File: config.mk
export PLATFORM = sky130hd
export DESIGN_NAME = multichannel_pulse_rate_window_flat
export DESIGN_NICKNAME = d
export VERILOG_FILES = /design/src/hdl/mprw_pkg.sv /design/src/hdl/mprw_in_if.sv /design/src/hdl/mprw_out_if.sv /design/src/hdl/mprw_ram.sv /design/src/hdl/mprw_ctrl.sv /design/src/hdl/mprw_dp.sv /design/src/hdl/multichannel_pulse_rate_window.sv /design/src/flat_wrapper.sv
export SDC_FILE = /design/constraint.sdc
export NUM_CORES = 1
export LEC_CHECK = 0
export ABC_AREA = 1
export BUFFER_PORTS_ARGS = -buffer_cell sky130_fd_sc_hd__buf_2
export CAP_MARGIN = 20
export CORE_MARGIN = 3
export CORE_UTILIZATION = 55
export CTS_BUF_LIST = sky130_fd_sc_hd__clkbuf_8
export DETAILED_ROUTE_END_ITERATION = 12
export GPL_ROUTABILITY_DRIVEN = 0
export PLACE_DENSITY_LB_ADDON = 0.3
export SLEW_MARGIN = 20
export SYNTH_ARGS = -nofsm -noshare
export SYNTH_HDL_FRONTEND = slang
export SYNTH_HIERARCHICAL = 1
export SYNTH_SLANG_ARGS = --single-unit
File: constraint.sdc
create_clock -name clk -period 9.5 [get_ports clk]
set_input_delay 0.95 -clock clk [delete_from_list [all_inputs] [get_ports clk]]
set_output_delay 0.95 -clock clk [all_outputs]
set_load 0.02 [all_outputs]
File: src/hdl/mprw_pkg.sv
package mprw_pkg;

  localparam int CHANNELS     = 4;
  localparam int WINDOW_SLOTS = 6;
  localparam int RATE_DIVISOR = 3;
  localparam int COUNT_WIDTH  = 16;

  localparam int PERIOD_W   = 16;
  localparam int ACT_W      = 3;
  localparam int RATE_W     = 17;
  localparam int CH_W       = 2;
  localparam int APB_AW     = 3;
  localparam int APB_DW     = 32;

  localparam int CNT_W      = (CHANNELS > 1) ? $clog2(CHANNELS) : 1;
  localparam int PTR_W      = $clog2(WINDOW_SLOTS);
  localparam int RING_DEPTH = CHANNELS * WINDOW_SLOTS;
  localparam int RING_AW    = $clog2(RING_DEPTH);
  localparam int SUM_W      = COUNT_WIDTH + $clog2(WINDOW_SLOTS);

  // floor(x / RATE_DIVISOR) as (x * DIV_MULT) >> DIV_SHIFT, exact for x below 2**SUM_W
  localparam int DIV_SHIFT  = SUM_W + $clog2(RATE_DIVISOR);
  localparam longint DIV_MULT = ((longint'(1) << DIV_SHIFT) + RATE_DIVISOR - 1) / RATE_DIVISOR;
  localparam int MULT_W     = DIV_SHIFT + 1;
  localparam int PROD_W     = SUM_W + MULT_W;

  localparam logic [COUNT_WIDTH-1:0] COUNT_MAX    = '1;
  localparam logic [PERIOD_W-1:0]    PERIOD_RESET = PERIOD_W'(500);
  localparam logic [ACT_W-1:0]       ACTIVE_RESET = ACT_W'(4);

  localparam logic OP_EDGE = 1'b0;
  localparam logic OP_TICK = 1'b1;

  typedef enum logic {
    REG_PERIOD = 1'b0,
    REG_ACTIVE = 1'b1
  } reg_idx_t;

  typedef enum logic [2:0] {
    ST_IDLE,
    ST_RD,
    ST_UPD,
    ST_ADV,
    ST_MUL,
    ST_STR,
    ST_EMIT
  } state_t;

  typedef struct packed {
    logic take_in;
    logic cnt_clr;
    logic cnt_inc;
    logic rd;
    logic upd;
    logic adv;
    logic mul;
    logic str;
    logic emit;
  } cmd_t;

  typedef struct packed {
    logic tick_sample;
    logic cnt_last;
    logic wrapped;
    logic out_free;
  } sts_t;

endpackage

File: src/hdl/mprw_in_if.sv
interface mprw_in_if;
  logic       valid;
  logic       ready;
  logic       op;
  logic [1:0] channel;

  modport source (output valid, output op, output channel, input ready);
  modport sink   (input valid, input op, input channel, output ready);
endinterface

File: src/hdl/mprw_out_if.sv
interface mprw_out_if;
  logic        valid;
  logic        ready;
  logic [16:0] rate_ch0;
  logic [16:0] rate_ch1;
  logic [16:0] rate_ch2;
  logic [16:0] rate_ch3;
  logic        window_full;

  modport source (output valid, output rate_ch0, output rate_ch1, output rate_ch2,
                  output rate_ch3, output window_full, input ready);
  modport sink   (input valid, input rate_ch0, input rate_ch1, input rate_ch2,
                  input rate_ch3, input window_full, output ready);
endinterface

File: src/hdl/mprw_ram.sv
module mprw_ram #(
  parameter int WIDTH = 16,
  parameter int DEPTH = 24
) (
  input  logic                     clk,
  input  logic                     wr_en,
  input  logic [$clog2(DEPTH)-1:0] wr_addr,
  input  logic [WIDTH-1:0]         wr_data,
  input  logic                     rd_en,
  input  logic [$clog2(DEPTH)-1:0] rd_addr,
  output logic [WIDTH-1:0]         rd_data
);

  logic [WIDTH-1:0] mem_r [DEPTH];
  logic [WIDTH-1:0] rd_data_r;

  always_ff @(posedge clk) begin
    if (wr_en) begin
      mem_r[wr_addr] <= wr_data;
    end
    if (rd_en) begin
      rd_data_r <= mem_r[rd_addr];
    end
  end

  assign rd_data = rd_data_r;

endmodule

File: src/hdl/mprw_ctrl.sv
module mprw_ctrl import mprw_pkg::*; (
  input  logic clk,
  input  logic rst_n,
  input  logic in_valid,
  output logic in_ready,
  input  sts_t sts,
  output cmd_t cmd
);

  state_t state_r;
  state_t state_nxt;

  always_ff @(posedge clk) begin
    if (!rst_n) begin
      state_r <= ST_IDLE;
    end else begin
      state_r <= state_nxt;
    end
  end

  always_comb begin
    state_nxt = state_r;
    unique case (state_r)
      ST_IDLE: begin
        if (in_valid && sts.tick_sample) begin
          state_nxt = ST_RD;
        end
      end
      ST_RD:   state_nxt = ST_UPD;
      ST_UPD:  state_nxt = sts.cnt_last ? ST_ADV : ST_RD;
      ST_ADV:  state_nxt = ST_MUL;
      ST_MUL:  state_nxt = sts.wrapped ? ST_STR : ST_IDLE;
      ST_STR:  state_nxt = sts.cnt_last ? ST_EMIT : ST_MUL;
      ST_EMIT: begin
        if (sts.out_free) begin
          state_nxt = ST_IDLE;
        end
      end
      default: state_nxt = ST_IDLE;
    endcase
  end

  always_comb begin
    cmd      = '0;
    in_ready = 1'b0;
    unique case (state_r)
      ST_IDLE: begin
        in_ready    = 1'b1;
        cmd.take_in = in_valid;
        cmd.cnt_clr = 1'b1;
      end
      ST_RD:   cmd.rd = 1'b1;
      ST_UPD: begin
        cmd.upd     = 1'b1;
        cmd.cnt_inc = !sts.cnt_last;
      end
      ST_ADV: begin
        cmd.adv     = 1'b1;
        cmd.cnt_clr = 1'b1;
      end
      ST_MUL:  cmd.mul = 1'b1;
      ST_STR: begin
        cmd.str     = 1'b1;
        cmd.cnt_inc = !sts.cnt_last;
      end
      ST_EMIT: cmd.emit = sts.out_free;
      default: cmd = '0;
    endcase
  end

endmodule

File: src/hdl/mprw_dp.sv
module mprw_dp import mprw_pkg::*; (
  input  logic                clk,
  input  logic                rst_n,
  input  logic                in_op,
  input  logic [CH_W-1:0]     in_channel,
  input  logic [PERIOD_W-1:0] period,
  input  logic [ACT_W-1:0]    active,
  input  cmd_t                cmd,
  output sts_t                sts,
  output logic                out_valid,
  input  logic                out_ready,
  output logic [RATE_W-1:0]   out_rate [CHANNELS],
  output logic                out_window_full
);

  logic [COUNT_WIDTH-1:0] edge_r    [CHANNELS];
  logic [SUM_W-1:0]       sum_r     [CHANNELS];
  logic [RATE_W-1:0]      rate_r    [CHANNELS];
  logic [RATE_W-1:0]      out_rate_r[CHANNELS];
  logic [RING_DEPTH-1:0]  vld_r;
  logic [PERIOD_W-1:0]    elapsed_r;
  logic [PTR_W-1:0]       ptr_r;
  logic                   wrapped_r;
  logic [CNT_W-1:0]       cnt_r;
  logic [PROD_W-1:0]      prod_r;
  logic                   out_valid_r;

  logic [RING_AW-1:0]     ring_addr;
  logic [COUNT_WIDTH-1:0] rd_data;
  logic [COUNT_WIDTH-1:0] old_val;
  logic [SUM_W-1:0]       sum_upd;
  logic [PERIOD_W:0]      tick_next;
  logic [ACT_W-1:0]       act_lim;
  logic [CNT_W-1:0]       edge_idx;

  assign ring_addr = RING_AW'(cnt_r) * RING_AW'(WINDOW_SLOTS) + RING_AW'(ptr_r);
  assign old_val   = vld_r[ring_addr] ? rd_data : '0;
  assign sum_upd   = sum_r[cnt_r] + SUM_W'(edge_r[cnt_r]) - SUM_W'(old_val);
  assign tick_next = {1'b0, elapsed_r} + (PERIOD_W+1)'(1);
  assign act_lim   = (active > ACT_W'(CHANNELS)) ? ACT_W'(CHANNELS) : active;
  assign edge_idx  = CNT_W'(in_channel);

  assign sts.tick_sample = (in_op == OP_TICK) && (tick_next > {1'b0, period});
  assign sts.cnt_last    = (cnt_r == CNT_W'(CHANNELS - 1));
  assign sts.wrapped     = wrapped_r;
  assign sts.out_free    = !out_valid_r || out_ready;

  mprw_ram #(
    .WIDTH (COUNT_WIDTH),
    .DEPTH (RING_DEPTH)
  ) u_ring (
    .clk     (clk),
    .wr_en   (cmd.upd),
    .wr_addr (ring_addr),
    .wr_data (edge_r[cnt_r]),
    .rd_en   (cmd.rd),
    .rd_addr (ring_addr),
    .rd_data (rd_data)
  );

  always_ff @(posedge clk) begin
    if (!rst_n) begin
      for (int c = 0; c < CHANNELS; c++) begin
        edge_r[c] <= '0;
        sum_r[c]  <= '0;
        rate_r[c] <= '0;
      end
      vld_r       <= '0;
      elapsed_r   <= '0;
      ptr_r       <= '0;
      wrapped_r   <= 1'b0;
      cnt_r       <= '0;
      out_valid_r <= 1'b0;
    end else begin
      if (cmd.take_in) begin
        if (in_op == OP_EDGE) begin
          if (edge_r[edge_idx] != COUNT_MAX) begin
            edge_r[edge_idx] <= edge_r[edge_idx] + COUNT_WIDTH'(1);
          end
        end else if (sts.tick_sample) begin
          elapsed_r <= '0;
        end else begin
          elapsed_r <= tick_next[PERIOD_W-1:0];
        end
      end

      if (cmd.cnt_clr) begin
        cnt_r <= '0;
      end else if (cmd.cnt_inc) begin
        cnt_r <= cnt_r + CNT_W'(1);
      end

      if (cmd.upd) begin
        sum_r[cnt_r]     <= sum_upd;
        edge_r[cnt_r]    <= '0;
        vld_r[ring_addr] <= 1'b1;
      end

      if (cmd.adv) begin
        if (ptr_r == PTR_W'(WINDOW_SLOTS - 1)) begin
          ptr_r     <= '0;
          wrapped_r <= 1'b1;
        end else begin
          ptr_r <= ptr_r + PTR_W'(1);
        end
      end

      if (cmd.str && (ACT_W'(cnt_r) < act_lim)) begin
        rate_r[cnt_r] <= prod_r[DIV_SHIFT +: RATE_W];
      end

      if (cmd.emit) begin
        out_valid_r <= 1'b1;
      end else if (out_ready) begin
        out_valid_r <= 1'b0;
      end
    end
  end

  always_ff @(posedge clk) begin
    if (cmd.mul) begin
      prod_r <= PROD_W'(sum_r[cnt_r]) * PROD_W'(MULT_W'(DIV_MULT));
    end
    if (cmd.emit) begin
      for (int c = 0; c < CHANNELS; c++) begin
        out_rate_r[c] <= rate_r[c];
      end
    end
  end

  assign out_valid       = out_valid_r;
  assign out_rate        = out_rate_r;
  assign out_window_full = 1'b1;

endmodule

File: src/hdl/multichannel_pulse_rate_window.sv
// channel   direction  handshake            payload
// in_chan   in         valid/ready          op, channel
// out_chan  out        valid/ready          rate_ch0..rate_ch3, window_full
// apb       in         psel/penable/pready  paddr, pwdata, prdata
//
// an edge or a tick that takes no sample is taken in idle, which it does not leave; a
// sampling tick is taken in idle, reads and updates each channel's ring slot, advances the
// pointer, passes each channel through the shared divide-by-three multiplier, stores its
// rate and posts the word; before the ring has wrapped it goes back to idle after the first
// multiply; the input is taken while a word waits at the output; a sample stalls in emit
// until the output register is free; rst_n is synchronous and clears counts, sums and rates
module multichannel_pulse_rate_window import mprw_pkg::*; (
  input  logic               clk,
  input  logic               rst_n,
  mprw_in_if.sink            in_chan,
  mprw_out_if.source         out_chan,
  input  logic               psel,
  input  logic               penable,
  input  logic               pwrite,
  input  logic [APB_AW-1:0]  paddr,
  input  logic [APB_DW-1:0]  pwdata,
  output logic [APB_DW-1:0]  prdata,
  output logic               pready
);

  logic [PERIOD_W-1:0] period_r;
  logic [ACT_W-1:0]    active_r;
  reg_idx_t            reg_idx;
  cmd_t                cmd;
  sts_t                sts;
  logic [RATE_W-1:0]   rates [CHANNELS];

  assign pready  = 1'b1;
  assign reg_idx = reg_idx_t'(paddr[2]);

  always_ff @(posedge clk) begin
    if (!rst_n) begin
      period_r <= PERIOD_RESET;
      active_r <= ACTIVE_RESET;
    end else if (psel && penable && pwrite) begin
      unique case (reg_idx)
        REG_PERIOD: period_r <= pwdata[PERIOD_W-1:0];
        REG_ACTIVE: active_r <= pwdata[ACT_W-1:0];
        default:    period_r <= period_r;
      endcase
    end
  end

  always_comb begin
    unique case (reg_idx)
      REG_PERIOD: prdata = APB_DW'(period_r);
      REG_ACTIVE: prdata = APB_DW'(active_r);
      default:    prdata = '0;
    endcase
  end

  mprw_ctrl u_ctrl (
    .clk      (clk),
    .rst_n    (rst_n),
    .in_valid (in_chan.valid),
    .in_ready (in_chan.ready),
    .sts      (sts),
    .cmd      (cmd)
  );

  mprw_dp u_dp (
    .clk             (clk),
    .rst_n           (rst_n),
    .in_op           (in_chan.op),
    .in_channel      (in_chan.channel),
    .period          (period_r),
    .active          (active_r),
    .cmd             (cmd),
    .sts             (sts),
    .out_valid       (out_chan.valid),
    .out_ready       (out_chan.ready),
    .out_rate        (rates),
    .out_window_full (out_chan.window_full)
  );

  assign out_chan.rate_ch0 = rates[0];
  assign out_chan.rate_ch1 = rates[1];
  assign out_chan.rate_ch2 = rates[2];
  assign out_chan.rate_ch3 = rates[3];

endmodule
File: src/flat_wrapper.sv
// flat-port wrapper written by rule: the top's interface ports become plain ports
module multichannel_pulse_rate_window_flat import mprw_pkg::*;
  (clk, rst_n, psel, penable, pwrite, paddr, pwdata, prdata, pready, in_chan_valid, in_chan_op, in_chan_channel, in_chan_ready, out_chan_valid, out_chan_rate_ch0, out_chan_rate_ch1, out_chan_rate_ch2, out_chan_rate_ch3, out_chan_window_full, out_chan_ready);
  mprw_in_if in_chan_i ();
  mprw_out_if out_chan_i ();
  input  logic clk;
  input  logic rst_n;
  input  logic psel;
  input  logic penable;
  input  logic pwrite;
  input  logic [APB_AW-1:0] paddr;
  input  logic [APB_DW-1:0] pwdata;
  output logic [APB_DW-1:0] prdata;
  output logic pready;
  input wire logic [$bits(in_chan_i.valid)-1:0] in_chan_valid;
  input wire logic [$bits(in_chan_i.op)-1:0] in_chan_op;
  input wire logic [$bits(in_chan_i.channel)-1:0] in_chan_channel;
  output wire logic [$bits(in_chan_i.ready)-1:0] in_chan_ready;
  output wire logic [$bits(out_chan_i.valid)-1:0] out_chan_valid;
  output wire logic [$bits(out_chan_i.rate_ch0)-1:0] out_chan_rate_ch0;
  output wire logic [$bits(out_chan_i.rate_ch1)-1:0] out_chan_rate_ch1;
  output wire logic [$bits(out_chan_i.rate_ch2)-1:0] out_chan_rate_ch2;
  output wire logic [$bits(out_chan_i.rate_ch3)-1:0] out_chan_rate_ch3;
  output wire logic [$bits(out_chan_i.window_full)-1:0] out_chan_window_full;
  input wire logic [$bits(out_chan_i.ready)-1:0] out_chan_ready;
  assign in_chan_i.valid = in_chan_valid;
  assign in_chan_i.op = in_chan_op;
  assign in_chan_i.channel = in_chan_channel;
  assign in_chan_ready = in_chan_i.ready;
  assign out_chan_valid = out_chan_i.valid;
  assign out_chan_rate_ch0 = out_chan_i.rate_ch0;
  assign out_chan_rate_ch1 = out_chan_i.rate_ch1;
  assign out_chan_rate_ch2 = out_chan_i.rate_ch2;
  assign out_chan_rate_ch3 = out_chan_i.rate_ch3;
  assign out_chan_window_full = out_chan_i.window_full;
  assign out_chan_i.ready = out_chan_ready;
  multichannel_pulse_rate_window u_core (.clk(clk), .rst_n(rst_n), .in_chan(in_chan_i), .out_chan(out_chan_i), .psel(psel), .penable(penable), .pwrite(pwrite), .paddr(paddr), .pwdata(pwdata), .prdata(prdata), .pready(pready));
endmodule
Yosys cells after proc, flatten, opt, wreduce, memory -nomap -nowiden
Memory sizes are Yosys's and may differ from the RTL's. A register that Yosys moved wholly into a read port is not among the register bits.
Cells that the tools add are included.
- flip-flop bits (word level): 107
- bits in latches: 0
- memory bits (writable): 592
- bits in read-only memories: 0
- bits of input ports: 45
- logic and storage cells: 121
- memories: 4
- memory list (memory ; depth ; width ; read ports ; clocked after Yosys merged registers in ; write ports ; line ; text):
    u_core.u_dp.u_ring.mem_r ; 24 ; 16 ; 1 ; 1 ; 1 ; mprw_ram.sv:14 ; logic [WIDTH-1:0] mem_r [DEPTH];
    u_core.u_dp.sum_r ; 4 ; 19 ; 1 ; 1 ; 4 ; mprw_dp.sv:17 ; logic [SUM_W-1:0] sum_r [CHANNELS];
    u_core.u_dp.rate_r ; 4 ; 17 ; 4 ; 4 ; 4 ; mprw_dp.sv:18 ; logic [RATE_W-1:0] rate_r [CHANNELS];
    u_core.u_dp.edge_r ; 4 ; 16 ; 2 ; 1 ; 4 ; mprw_dp.sv:16 ; logic [COUNT_WIDTH-1:0] edge_r [CHANNELS];
- $add $sub $neg: 7
- $mul: 2
- div/mod/pow operators: 0
- magnitude comparators: 5
- equality and inequality tests: 11
- shift-type cells: 0
- muxes and demuxes: 56
- bitwise operators: 3
- reduce and logical (&&, ||, !) cells: 23
- operators with widths (kind ; number):
    16-bit two-way mux ; 4
    32-bit one-hot mux with 2 select lines ; 1
    19-bit by 20-bit multiplier with 38-bit output, second input constant ; 1
    16-bit OR reduction ; 2
    1-bit two-way mux ; 31
    24-bit OR ; 1
    3-bit one-hot mux with 7 select lines ; 1
    2-bit two-way mux ; 10
    19-bit by 16-bit adder with 19-bit output ; 1
    19-bit two-way mux ; 1
    19-bit OR reduction ; 1
    19-bit by 16-bit subtractor with 19-bit output ; 1
    16-bit by 1-bit adder with 17-bit output, second input constant ; 1
    17-bit by 16-bit greater-than comparator with 1-bit output ; 1
    17-bit two-way mux ; 1
    17-bit OR reduction ; 1
    16-bit by 1-bit adder with 16-bit output, second input constant ; 1
    16-bit != test, second input constant ; 1
    3-bit two-way mux ; 5
    3-bit == test, second input constant ; 4
    2-bit AND reduction ; 5
    3-bit by 2-bit == test with 1-bit output, second input constant ; 2
    1-bit logical AND ; 6
    5-bit by 6-bit < comparator with 1-bit output, second input constant ; 1
    18 further kinds ; 23

Longest topological paths before layout
An unclocked memory read counts as a cell.
- word-level depth: 10
- gate-level depth with buffers: 28

Hierarchy
The synthesis kept the hierarchy.
- by module, submodules not included (module ; times used ; cells an instance ; area an instance (µm²)):
    mprw_dp ; 1 ; 2532 ; 22414.0
    mprw_ram ; 1 ; 1483 ; 16709.8
    multichannel_pulse_rate_window ; 1 ; 167 ; 1128.6
    mprw_ctrl ; 1 ; 45 ; 287.8

Least setup slack after synthesis
OpenSTA, ideal clock, no wires.
- path kind: input-to-reg
- from: in out_chan_ready
- to: reg u_core.u_dp.out_rate_r (netlist bit u_core/u_dp/out_rate[0]), read port of u_core.u_dp.rate_r, enable pin
- arrival time: 7.566 ns
- required time: 8.835 ns
- setup slack: 1.269 ns
- stages on the path: 4
- buffers on the path: 0
- cell sequence: inv_1 -> nand2_1 -> inv_1 -> nor4_1
- RTL lines (element ; line ; text):
    start, declared ; flat_wrapper.sv:25 ; input wire logic [$bits(out_chan_i.ready)-1:0] out_chan_ready;
    end, declared ; mprw_dp.sv:19 ; logic [RATE_W-1:0] out_rate_r[CHANNELS];

==> flow_summary.json <==
{
  "syn_area_per_cell_um2": 9.59,
  "power_leakage_nw": 18.9,
  "port_buffers": 112,
  "async_flop_share_pct": 0,
  "reg2regPathDepth": 24,
  "status": "complete, no violations",
  "path_clk_slew_ns": 0.06,
  "setup_violations": 0,
  "start_util_pct": 56.1,
  "die_area_um2": 77000,
  "end_kind": "register",
  "ys_types": 55,
  "overflow": 0,
  "numCtsBuffers": 121,
  "vias": 29809,
  "layout.area.seq_um2": 21600,
  "place_ws_ns": 2.40,
  "n_fill_cell": 5752,
  "worst_slack_ns": 2.32,
  "post_drt_wl_per_cell_um": 18.3,
  "fin_setup_tns_ns": 0,
  "cts_tree": "built",
  "drive_gt1_share_pct": 10.4,
  "core-area_um2": 72200,
  "drv_slew": 0,
  "nNetsFinal": 4703,
  "synthCells": 4227,
  "ir_drop_mv": 0.152,
  "power.total_mw": 8.24,
  "critical_path.top_delay_family": "adder cells",
  "hp-class": "register to register",
  "tightest_slew_ns": 1.10,
  "p_per_area_nw_per_um2": 186,
  "final_cell_mix": "nand2_1, inv_1, edfxtp_1, nor2_1, nand3_1",
  "ys_ff_latch": 764,
  "path_buf_inv": 7,
  "max_clock_freq_mhz": 139,
  "crit_type": "register to register",
  "skew_ns": 0.0450,
  "worst-path-stages": 24,
  "critical_path.cell_chain": "inv_2 > buf_4 > o21ai_0 > nand2_1 > ha_1 > ha_1 > fa_1 > inv_1 > fa_1 > inv_1 > fa_1 > inv_1 > fa_1 > inv_1 > ha_1 > nand2_1 > inv_1 > nand2_1 > nor2_1 > nand2_1 > o21ai_1 > a21oi_1 > nand2_1 > nand2_1",
  "grt_pass1_vias": 28604,
  "fin_crit_ns": 7.18,
  "crit_slowest_cell": "fa_1",
  "required_ns": 9.97,
  "cp.arrival_ns": 7.65,
  "clockBufferDepth": 3,
  "postRouteAntennaNets": 0,
  "std_cell_rows": 98,
  "r2r_setup_slack_ns": 2.32,
  "postCtsSetupBuffers": 0,
  "wl_um": 99300,
  "grt_first_pass_wirelength_um": 155000,
  "layout_commonest_cell": "nand2_1",
  "stdcell_count": 5415,
  "slew_headroom_pct": 26.5,
  "min_from": "u_core/u_dp/rate_r[2][16]",
  "die_x_um": 277,
  "drc": 0,
  "synth_flop_cell": "edfxtp_1",
  "cts_resized": 0,
  "cp_common_cell": "nand2_1",
  "seq_area_frac_synth_pct": 53.3,
  "worst_setup_path_start_kind": "register",
  "synth_edf_count": 629,
  "area_growth_syn_to_layout_pct": 9.49,
  "finalInstanceArea_um2": 44400,
  "yosys_warnings": 6,
  "cp_max_fo": 40,
  "dp_hpwl_um": 64800,
  "final_util_pct": 61.5,
  "r2r-end": "u_core/u_dp/prod_r[37]",
  "fin_crit_sh_pct": 75.6,
  "io_pins": 149,
  "cpPeakStageDelay_ns": 0.81,
  "grtUsageTotal_pct": 25.5,
  "drv_cap": 0,
  "cp-endpoint": "u_core/u_dp/prod_r[37]",
  "post-place-cells": 5192,
  "hold_viol": 0,
  "antenna_found_initial": 3,
  "multiInputGateArea_um2": 15600,
  "grt_max_degree": 100,
  "fp.dieH_um": 277,
  "placed_area_um2": 42000,
  "clk_latency_ns": 0.75,
  "syn_area_um2": 40500,
  "rsz0062_at_grt": "false",
  "cts_hold_buf": 0,
  "vias_per_cell": 5.50,
  "holdWs_ns": 0.394,
  "cts.htree.levels": 3,
  "drtIter0Drc": 3087,
  "first_pass_iters": 6,
  "cts_sinks": 764,
  "cts_root_buf": "clkbuf_8"
}
[per-layer routing]
layer	vias up	share of wire, %	global-route usage (%)
li1	14195	-	-
met1	14222	41	34.9
met2	1199	47	41.5
met3	191	8.3	4.01
met4	2	3.1	9.11
met5	-	0.020	0
[cells by family (layout without fill, tap and decap cells)]
kind of cell    after synthesis  count (layout)  synth area share [%]
buf+inv                     844            1065                  8.78
xor+xnor                     39              39                 0.843
other cells                   3              20                0.0278
flops                       764             764                  53.3
fa+ha+maj                   292             292                  11.2
compound gates              492             492                  6.69
simple gates               1793            1793                  19.2
[cells in the mapped netlist (4+ instances only)]
cell | number | area, um2
a21o_1 | 6 | 45.0
nor3_1 | 49 | 245
nand2_2 | 8 | 50.1
inv_2 | 10 | 37.5
xor2_1 | 28 | 245
buf_6 | 23 | 259
buf_1 | 12 | 45.0
ha_1 | 175 | 2190
a21oi_1 | 197 | 986
nand3b_1 | 6 | 45.0
nand3_1 | 433 | 2170
fa_1 | 117 | 2340
buf_2 | 38 | 190
buf_4 | 35 | 263
o211ai_1 | 36 | 270
o21ai_0 | 161 | 806
clkbuf_1 | 75 | 282
a32oi_1 | 7 | 61.3
a21boi_0 | 4 | 30.0
edfxtp_1 | 629 | 18900
nand3_2 | 15 | 150
o21ai_1 | 23 | 115
nor2_1 | 452 | 1700
xnor2_1 | 11 | 96.3
nor2_4 | 16 | 180
nand2_1 | 767 | 2880
inv_1 | 644 | 2420
nand4_1 | 13 | 81.3
dfxtp_1 | 135 | 2700
o21a_1 | 9 | 67.6
nor2_2 | 16 | 100
o22ai_1 | 34 | 213
[layout make-up]
cell class / instances / share of cell area, %
Antenna cell: 2 / 0.0113
Multi-Input combinational cell: 2634 / 35.1
Timing Repair Buffer: 188 / 2.61
Tap cell: 950 / 2.68
Clock inverter: 91 / 1.36
Inverter: 657 / 5.58
Clock buffer: 129 / 4.00
Sequential cell: 764 / 48.7
[worst min-delay path by stage]
| stage | end | slack, ns | cells past startpoint |
|---|---|---|---|
| after floorplan | u_core/u_dp/out_rate[0] | 0.40 | 0 |
| after global placement | u_core/u_dp/out_rate[9] | 0.40 | 0 |
| after detailed placement | u_core/u_dp/out_rate[18] | 0.40 | 0 |
| after CTS | u_core/period_r[8] | 0.37 | 3 |
| after global routing | u_core/period_r[8] | 0.39 | 3 |
| final | u_core/u_dp/out_rate[33] | 0.39 | 0 |
[flip-flops by register name, indices dropped and copies added (netlist names), 2 cells and up, named ones only]
signal,flops
u_core/u_dp/ptr_r,3
u_core/u_dp/sum_r,76
u_core/u_dp/u_ring/rd_data,16
u_core/period_r,16
u_core/u_ctrl/state_r,3
u_core/u_dp/out_rate,68
u_core/u_dp/rate_r,68
u_core/u_dp/cnt_r,2
u_core/u_dp/elapsed_r,16
u_core/active_r,3
u_core/u_dp/edge_r,64
u_core/u_dp/prod_r,17
u_core/u_dp/u_ring/mem_r,384
u_core/u_dp/vld_r,24
[where the power goes]
group	switching, mW	internal (mW)
sequential	0.0111	3.66
combinational	1.20	0.634
clock	1.30	1.43
total	2.51	5.73
[worst register-to-register path: stages (launching register included)]
cell     delay [ns]
dfxtp_2        0.72
inv_2          0.44
buf_4          0.40
o21ai_0        0.21
nand2_1        0.33
ha_1           0.37
ha_1           0.40
fa_1           0.82
inv_1          0.16
fa_1           0.53
inv_1          0.05
fa_1           0.47
inv_1          0.05
fa_1           0.53
inv_1          0.04
ha_1           0.31
nand2_1        0.07
inv_1          0.09
nand2_1        0.08
nor2_1         0.14
nand2_1        0.07
o21ai_1        0.38
a21oi_1        0.14
nand2_1        0.08
nand2_1        0.05
Power figures use the tool's default switching activity.
